==> src/sv/phps_pkg.sv <==
// Shared types and constants of the pixel histogram block.
package phps_pkg;

    localparam int REQ_W       = 2;
    localparam int PIX_W       = 8;
    localparam int ROWS_W      = 10;
    localparam int OUT_COUNT_W = 21;
    localparam int HEIGHT_W    = 10;
    localparam int QUEUE_DEPTH = 4;

    localparam logic [REQ_W-1:0]    REQ_ADD    = 2'd0;
    localparam logic [REQ_W-1:0]    REQ_READ   = 2'd1;
    localparam logic [REQ_W-1:0]    REQ_CLEAR  = 2'd2;
    localparam logic [ROWS_W-1:0]   ROWS_RESET = 10'd125;
    localparam logic [HEIGHT_W-1:0] HEIGHT_MAX = 10'd1023;

    typedef enum logic [1:0] {
        CMD_ADD,
        CMD_READ,
        CMD_CLEAR
    } t_cmd;

    typedef struct packed {
        t_cmd             cmd;
        logic [PIX_W-1:0] idx;
    } t_q_entry;

    typedef struct packed {
        logic     valid;
        t_q_entry entry;
    } t_q_head;

    typedef enum logic [2:0] {
        ST_IDLE,
        ST_ADD,
        ST_MUL,
        ST_DIV,
        ST_OUT
    } t_state;

endpackage

==> src/sv/phps_if.sv <==
// Request, result and configuration channel interfaces of the histogram block.
interface phps_req_if import phps_pkg::*; ();
    logic             valid;
    logic             ready;
    logic [REQ_W-1:0] req_type;
    logic [PIX_W-1:0] pixel;
    logic [PIX_W-1:0] bin;

    modport source (output valid, output req_type, output pixel, output bin, input ready);
    modport sink (input valid, input req_type, input pixel, input bin, output ready);
endinterface


==> src/sv/phps_front.sv <==
// Front end: accepts requests, classifies them and queues commands for the back end.
module phps_front import phps_pkg::*; #(
    parameter int BINS = 256
) (
    input  logic       i_clk,
    input  logic       i_rst_n,
    phps_req_if.sink   i_req,
    output t_q_head    o_head,
    input  logic       i_pop
);

    localparam int PTR_W = $clog2(QUEUE_DEPTH);
    localparam int CNT_W = PTR_W + 1;
    localparam logic [PIX_W:0] BINS_LIM = (PIX_W + 1)'(BINS);

    t_q_entry         r_queue [QUEUE_DEPTH];
    logic [PTR_W-1:0] r_wr_ptr, n_wr_ptr;
    logic [PTR_W-1:0] r_rd_ptr, n_rd_ptr;
    logic [CNT_W-1:0] r_count, n_count;

    t_q_entry new_entry;
    logic     keep;
    logic     push;
    logic     pop;

    always_comb begin
        new_entry.cmd = CMD_ADD;
        new_entry.idx = i_req.pixel;
        keep          = 1'b0;
        unique case (i_req.req_type)
            REQ_ADD: begin
                keep = {1'b0, i_req.pixel} < BINS_LIM;
            end
            REQ_READ: begin
                new_entry.cmd = CMD_READ;
                new_entry.idx = i_req.bin;
                keep          = 1'b1;
            end
            REQ_CLEAR: begin
                new_entry.cmd = CMD_CLEAR;
                new_entry.idx = '0;
                keep          = 1'b1;
            end
            default: begin
                keep = 1'b0;
            end
        endcase
    end

    assign i_req.ready = (r_count != CNT_W'(QUEUE_DEPTH));
    assign push        = i_req.valid && i_req.ready && keep;
    assign pop         = i_pop && (r_count != '0);

    always_comb begin
        n_wr_ptr = push ? r_wr_ptr + 1'b1 : r_wr_ptr;
        n_rd_ptr = pop ? r_rd_ptr + 1'b1 : r_rd_ptr;
        n_count  = r_count + CNT_W'(push) - CNT_W'(pop);
    end

    always_ff @(posedge i_clk) begin
        if (!i_rst_n) begin
            r_wr_ptr <= '0;
            r_rd_ptr <= '0;
            r_count  <= '0;
        end else begin
            r_wr_ptr <= n_wr_ptr;
            r_rd_ptr <= n_rd_ptr;
            r_count  <= n_count;
        end
    end

    always_ff @(posedge i_clk) begin
        if (push) begin
            r_queue[r_wr_ptr] <= new_entry;
        end
    end

    assign o_head.valid = (r_count != '0);
    assign o_head.entry = r_queue[r_rd_ptr];

endmodule

==> src/flat_wrapper.sv <==
// flat-port wrapper written by rule: the top's interface ports become plain ports
module phps_front_flat import phps_pkg::*;
#(
    parameter int BINS = 256
)
  (i_clk, i_rst_n, o_head, i_pop, i_req_valid, i_req_req_type, i_req_pixel, i_req_bin, i_req_ready);
  phps_req_if i_req_i ();
  input  logic i_clk;
  input  logic i_rst_n;
  output t_q_head o_head;
  input  logic i_pop;
  input wire logic [$bits(i_req_i.valid)-1:0] i_req_valid;
  input wire logic [$bits(i_req_i.req_type)-1:0] i_req_req_type;
  input wire logic [$bits(i_req_i.pixel)-1:0] i_req_pixel;
  input wire logic [$bits(i_req_i.bin)-1:0] i_req_bin;
  output wire logic [$bits(i_req_i.ready)-1:0] i_req_ready;
  assign i_req_i.valid = i_req_valid;
  assign i_req_i.req_type = i_req_req_type;
  assign i_req_i.pixel = i_req_pixel;
  assign i_req_i.bin = i_req_bin;
  assign i_req_ready = i_req_i.ready;
  phps_front #(.BINS(BINS)) u_core (.i_clk(i_clk), .i_rst_n(i_rst_n), .i_req(i_req_i), .o_head(o_head), .i_pop(i_pop));
endmodule
==> config.mk <==
export PLATFORM = sky130hd
export DESIGN_NAME = phps_front_flat
export DESIGN_NICKNAME = d
export VERILOG_FILES = /design/src/sv/phps_pkg.sv /design/src/sv/phps_if.sv /design/src/sv/phps_front.sv /design/src/flat_wrapper.sv
export SDC_FILE = /design/constraint.sdc
export NUM_CORES = 1
export LEC_CHECK = 0
export ABC_CLOCK_PERIOD_IN_PS = 3000
export BUFFER_PORTS_ARGS = -buffer_cell sky130_fd_sc_hd__buf_2
export CORE_ASPECT_RATIO = 1.4
export CORE_MARGIN = 4
export CORE_UTILIZATION = 30
export DETAILED_ROUTE_END_ITERATION = 10
export SYNTH_ARGS = -nofsm -noshare
export SYNTH_HDL_FRONTEND = slang
export SYNTH_SLANG_ARGS = --single-unit
==> constraint.sdc <==
create_clock -name i_clk -period 3 [get_ports i_clk]
set_clock_uncertainty 0.2 [all_clocks]
set_input_delay 0.15 -clock i_clk [delete_from_list [all_inputs] [get_ports i_clk]]
set_output_delay 0.15 -clock i_clk [all_outputs]
set_load 0.02 [all_outputs]
==> results of run 1 <==
## state kept, by name (all words and copies together), names as in the netlist, named ones only
signal	cells
u_core.r_rd_ptr	2
u_core.r_queue	40
u_core.r_wr_ptr	2
u_core.r_count	3
## metrics by stage
step                hold slack, ns  utilization, %  total power [µW]  std cells  cell area (µm²)
detailed placement           0.287            35.1              1450        254             2350
finish                      0.0533            36.6              1790        263             2450
global route                0.0848            36.6              1910        263             2450
global placement             0.285            35.1              1440        254             2350
CTS                         0.0527            36.6              1830        263             2450
floorplan                    0.218               -              1300        134             2100
## metal layers
metal  global-route usage, %  vias to the layer above  wire length [µm]
met2                    15.1                       33              1730
met4                    3.75                        0                46
met5                       0                        -                 0
met3                    2.10                        5               151
met1                    10.6                      528              1590
li1                        -                      556                 -
## worst min-delay path: stages
cell,delay [ns]
sky130_fd_sc_hd__buf_2,0.08
sky130_fd_sc_hd__nand2_1,0.04
sky130_fd_sc_hd__o21ai_0,0.14
## cell type report
type                       instances  area, µm²
clock buffer                       6       72.6
clock inverter                     2       13.8
fill                             641       4250
inverter                           8       30.0
multi-input combinational         72        662
sequential                        49       1380
tap                               92        115
timing repair buffer              34        175
## repair_timing
item,CTS,global route
resized for setup,0,0
setup buffers,0,0
hold buffers,1,0
endpoints found under the hold margin,9,0
## report_power, final
part / total [µW] / internal, µW / switching [µW]
Clock: 374 / 166 / 208
Combinational: 507 / 245 / 262
Sequential: 913 / 824 / 88.8
## cells by family after synthesis
kind of cell / Yosys count
AO/OA/AOI/OAI: 11
AND/OR/NAND/NOR: 34
XOR/XNOR: 4
adder cells (fa/ha/maj): 11
buffers and inverters: 13
multiplexers: 12
flip-flops: 49
## cells in the final DEF, fill, tap and decap left out, types with 3 or more instances in the layout
master	instances
sky130_fd_sc_hd__and2_1	8
sky130_fd_sc_hd__buf_2	33
sky130_fd_sc_hd__clkbuf_8	5
sky130_fd_sc_hd__dfxtp_1	9
sky130_fd_sc_hd__edfxtp_1	40
sky130_fd_sc_hd__ha_1	10
sky130_fd_sc_hd__inv_1	8
sky130_fd_sc_hd__mux4_2	10
sky130_fd_sc_hd__nand2_1	21
sky130_fd_sc_hd__o21ai_0	8
sky130_fd_sc_hd__xnor2_1	3
## how the worst max path moves through the flow
stage / start / end / slack (ns) / depth (start not counted)
after floorplan: u_core.r_count[2] / u_core.r_count[2] / 0.71 / 8
after global placement: u_core.r_count[2] / u_core.r_count[2] / 0.65 / 8
after detailed placement: u_core.r_count[2] / u_core.r_count[2] / 0.63 / 8
after CTS: u_core.r_count[2] / u_core.r_count[2] / 0.61 / 8
after global routing: u_core.r_count[2] / u_core.r_count[2] / 0.52 / 8
final: u_core.r_count[2] / u_core.r_count[2] / 0.62 / 8
==> run metrics, run 1 <==
total leakage power 0.000896 µW; most common cell type on the critical path sky130_fd_sc_hd__ha_1; Worst VDD drop between 0.0004 and 0.0005 V; data required time of the worst path 2.99 ns; number of CTS-inserted buffers 5; CTS root buffer sky130_fd_sc_hd__clkbuf_8; count of buffers from port buffering 33; synthesized instance count 134; crit-path cells o31a_2 -> ha_1 -> inv_1 -> ha_1 -> fa_1 -> xor2_1 -> xnor2_1 -> and2_1; reg-to-reg critical path endpoint u_core.r_count[2]; number of placed I/O pins 34; Worst Hold Path EP u_core.r_queue[0][7]; worst slew slack as a fraction of its limit approximately 52%; buffers from clock root to sink, at most 2; Wirelength per Cell approximately 13 µm; mean number of vias per cell 4.27; ranking of synthesized cells by instance count 40 x sky130_fd_sc_hd__edfxtp_1, 21 x sky130_fd_sc_hd__nand2_1, 10 x sky130_fd_sc_hd__ha_1, 10 x sky130_fd_sc_hd__mux4_2, 9 x sky130_fd_sc_hd__dfxtp_1; Skew-Pair Late Insertion Delay 0.29 ns; portion of synthesized cell area occupied by the leading cell type around 57%; worst path bufs/invs 1; HPWL reported at the end of detailed placement between 2000 and 2500 µm; Reg clk slew, reported paths 0.09 ns; post-route worst setup slack 0.617 ns; number of detailed-routing iterations run before antenna repair 4; Synth area leader sky130_fd_sc_hd__edfxtp_1; type of destination of the critical path flop; maximum clock frequency between 0.4 and 0.5 GHz; net count of the finished layout ~200; reported max-cap violation count 0; maximum level of the CTS H-tree 2; run status complete, no violations; TritonCTS clock tree yes; layout-stage area growth over the synthesis result 16.8%; Post-Syn Area between 2000 and 2500 µm²; worst hold start i_req_pixel[7]; number of unique standard cell types used by synthesis 22; Die Footprint between 8000 and 9000 µm²; setup repair after global routing missed its margin false; kind of launch point of the worst setup path flop; Yosys Warn Count 0; Worst path top cell family by delay adder cells; proportion of register bits with asynchronous set or reset after synthesis 0%; number of standard-cell rows in the floorplan 35; final-report setup violation count 0; post-synthesis net count 167; global router's overall resource usage a little under 9%; Chip Width 78.7 µm; gpl congestion 0.661; WHS Path Cells 3; complex-gate fraction of the synthesized area under 10%; worst path arrival time 2.37 ns; Seq cells post-synth 49; fraction of final layout cells with drive strength greater than 1 32.2%; antenna violations before repair 0; xor/xnor cell area share of the yosys netlist under 10%; final critical path time including I/O delays and setup 2.38 ns; register-to-register setup slack 0.62 ns; most repeated cell in the gate-level netlist after synthesis sky130_fd_sc_hd__edfxtp_1; global-route wire length before repair 5580 µm; Num Clock Sinks 49; slowest stage cell on the critical path sky130_fd_sc_hd__o31a_2; Worst R2R Start u_core.r_count[2]; number of global-route vias before repair 1130; most frequently used flop master after synthesis sky130_fd_sc_hd__edfxtp_1; slew at the pin closest to its max-slew limit 0.718 ns; ratio of final minimum period to clock period 79.4%; endpoints failing hold 0; pin count of the biggest net entering global routing 17; largest family of logic cells by synthesized area multiplexers; Remaining Overflow, GRT 0; top cells by area, synth sky130_fd_sc_hd__edfxtp_1 57%, sky130_fd_sc_hd__mux4_2 11%, sky130_fd_sc_hd__dfxtp_1 8.6%, sky130_fd_sc_hd__ha_1 6.0%, sky130_fd_sc_hd__nand2_1 3.8%; die boundary height 107 µm; Largest stage delay, worst path slightly below 0.4 ns; worst slack, placed 0.634 ns; initial cell density of the core 31.3%; final antenna-violating net count 0; register area share after synthesis 65.9%; Final Slew Violations 0; classification of the worst setup path reg2reg; R2R cell count 8; via count 1122; DR iter-0 viols 63; simple logic cell fraction of the synthesized area 7.70%; area of the core 6700 µm²; Power Density 732 nW/µm²; Avg Cell Area, Syn 15.6 µm²; share of cell area taken by muxes after synthesis 11.7%; worst hold-check path type in2reg; wire length after detailed routing 3520 µm; adder-cell share of the synthesized area 6.92%; setup TNS 0 ns; diodes inserted 0; Worst Path Max Fanout 6; number of enable flip-flop cells after synthesis 40; post-route DRC violation count 0
Power figures use the tool's default switching activity.
==> run 2, diff against run 1 <==
ABC_AREA = 1   (was not set)
ABC_CLOCK_PERIOD_IN_PS = 2000   (was 3000)
clock period = 2 ns   (was 3 ns; I/O delays follow)
==> run 2 against run 1 <==
Final cell count grew 36%. Clock power grew 120%. Area after synthesis grew 4.6%. Setup slack lost 0.58 ns. Highest routed layer unchanged.
==> run metrics, run 2 <==
worst hold-check path type in2reg; Reg clk slew, reported paths roughly 0.080 ns; slew at the pin closest to its max-slew limit 0.368 ns; post-route worst setup slack ~0.04 ns; Worst Path Max Fanout 4; area of the core 7030 µm²; antenna violations before repair 0; number of flip-flops in the largest register 40; most repeated cell in the gate-level netlist after synthesis sky130_fd_sc_hd__edfxtp_1; Chip Width 80.3 µm; most common cell after layout, fill and taps aside sky130_fd_sc_hd__edfxtp_1; initial cell density of the core 31.2%; ratio of final minimum period to clock period a little over nine tenths; ranking of synthesized cells by instance count 40 x sky130_fd_sc_hd__edfxtp_1, 28 x sky130_fd_sc_hd__nand2_1, 28 x sky130_fd_sc_hd__nor2_1, 20 x sky130_fd_sc_hd__inv_1, 12 x sky130_fd_sc_hd__o21ai_0; type of destination of the critical path flop; proportion of register bits with asynchronous set or reset after synthesis 0%; leading registers by flop count u_core.r_queue (40), u_core.r_count (3); data required time of the worst path 2.05 ns; Power Density about 1100 nW/µm²; worst slew slack as a fraction of its limit 75.5%; kind of launch point of the worst setup path flop; via count 1556; global router's overall resource usage 11.3%; number of unique standard cell types used by synthesis 22; worst slack, placed 0.00899 ns; slowest stage cell on the critical path sky130_fd_sc_hd__fa_2; endpoints failing hold 0; Largest stage delay, worst path 0.51 ns; reported max-cap violation count 0; post-route DRC violation count 0; Skew-Pair Late Insertion Delay 0.30 ns; synthesized instance count 201; classification of the worst setup path reg2reg; crit-path cells nor2_4 -> nand2_4 -> nand2_4 -> inv_4 -> ha_4 -> inv_2 -> ha_4 -> fa_2 -> nand2_1 -> inv_1; CTS root buffer sky130_fd_sc_hd__clkbuf_8; final critical path time including I/O delays and setup 1.96 ns; number of CTS-inserted buffers 5; end-of-flow core utilization 40.8%; Worst path top cell family by delay adder cells; Remaining Overflow, GRT 0; Worst VDD drop 0.000574 V; number of enable flip-flop cells after synthesis 40; overall power after layout 3190 µW; final-report setup violation count 0; run status complete, no violations; Synth area leader sky130_fd_sc_hd__edfxtp_1; pin count of the biggest net entering global routing 21; number of placed I/O pins 34; maximum clock frequency 0.510 GHz; Seq cells post-synth 49; Final Slew Violations 0; Yosys Warn Count 0; final antenna-violating net count 0; gpl congestion 0.745; post-synthesis net count 234; number of standard-cell rows in the floorplan 36; wire length after detailed routing ~4600 µm; Num Clock Sinks slightly below 50; worst path bufs/invs 3; buffers from clock root to sink, at most 2; net count of the finished layout 295; number of detailed-routing iterations run before antenna repair 4; worst path arrival time around 2 ns; DR iter-0 viols 56; number of global-route vias before repair ~1600; maximum level of the CTS H-tree 2; die boundary height 109 µm; portion of synthesized cell area occupied by the leading cell type a little over half; Post-Syn Area 2190 µm²; most frequently used flop master after synthesis sky130_fd_sc_hd__edfxtp_1; count of buffers from port buffering 33; global-route wire length before repair 7430 µm; fraction of final layout cells with drive strength greater than 1 27.4%; HPWL reported at the end of detailed placement 3160 µm; Avg Cell Area, Syn 10.9 µm²; Wirelength per Cell 13.0 µm; layout-stage area growth over the synthesis result 30.9%; TritonCTS clock tree yes; diodes inserted 0; mean number of vias per cell 4.35; commonest cells after routing, fill and taps aside 40 x sky130_fd_sc_hd__edfxtp_1, 33 x sky130_fd_sc_hd__buf_2, 28 x sky130_fd_sc_hd__nor2_1, 28 x sky130_fd_sc_hd__nand2_1, 19 x sky130_fd_sc_hd__inv_1; register area share after synthesis 63.0%; Die Footprint 8760 µm²; setup repair after global routing missed its margin true; top cells by area, synth sky130_fd_sc_hd__edfxtp_1 55%, sky130_fd_sc_hd__dfxtp_1 8.2%, sky130_fd_sc_hd__ha_1 5.7%, sky130_fd_sc_hd__nand2_1 4.8%, sky130_fd_sc_hd__nor2_1 4.8%; total leakage power 0.00118 µW; register ranked first by flip-flop count u_core.r_queue
run 2: through the flow:
stage	setup TNS [ns]	area [µm²]	std cells	hold slack, ns
final	0	2870	358	0.0435
after global routing	-0.0437	2870	358	0.0666
after CTS	0	2820	356	0.0428
after detailed placement	0	2510	330	0.180
after global placement	0	2510	330	0.173
after floorplan	0	2200	201	-0.00655
run 2: final cells by class:
cell class,instances,area (µm²)
Multi-Input combinational cell,121,718
Clock buffer,5,68.8
Sequential cell,49,1380
Timing Repair Buffer,61,420
Clock inverter,3,65.1
Fill cell,666,4160
Inverter,24,95.1
Tap cell,95,119
run 2: final timing paths:
kind                        endpoint  slack [ns]               start  depth (start not counted)
setup reg to reg   u_core.r_count[1]        0.04   u_core.r_count[0]                         10
hold / removal    u_core.r_wr_ptr[1]        0.04         i_req_valid                          6
setup / recovery   u_core.r_count[1]        0.04   u_core.r_count[0]                         10
hold reg to reg   u_core.r_rd_ptr[1]        0.30  u_core.r_rd_ptr[1]                          2
run 2: worst register-to-register path, delay by kind of cell (launching register included):
family	cells	cell delay (ns)
adder cells (fa/ha/maj)	3	0.91
flip-flops	1	0.34
buffers and inverters	3	0.12
AND/OR/NAND/NOR	4	0.33
run 2: cells by family (layout without fill, tap and decap cells):
logic type      Yosys count  after routing  synth area share [%]
simple gates             78             78                  16.4
buf+inv                  31             93                  5.76
flops                    49             49                  63.0
xor+xnor                  1              1                 0.399
compound gates           31             31                  7.82
fa+ha+maj                11             11                  6.62
run 2: where the power goes:
part / leakage (µW) / total (µW) / internal, µW / switching (µW)
registers: 0.000445 / 1310 / 1230 / 72.5
logic: 0.000671 / 1060 / 412 / 651
clock network: 0.0000681 / 816 / 496 / 319
run 2: metal layers:
layer,track usage (%),part of all wire [%],routed length [µm]
met4,3.62,1.3,59
met3,2.98,5.5,257
met2,20.3,51,2390
met1,12.8,42,1940
met5,0,0,0
run 2: repair_timing:
item,4_1_cts,5_1_grt
gates resized for setup,2,6
setup endpoints to repair,1,2
endpoints found under the hold margin,41,0
buffers inserted,0,2
pin swaps,1,5
hold buffers,18,0
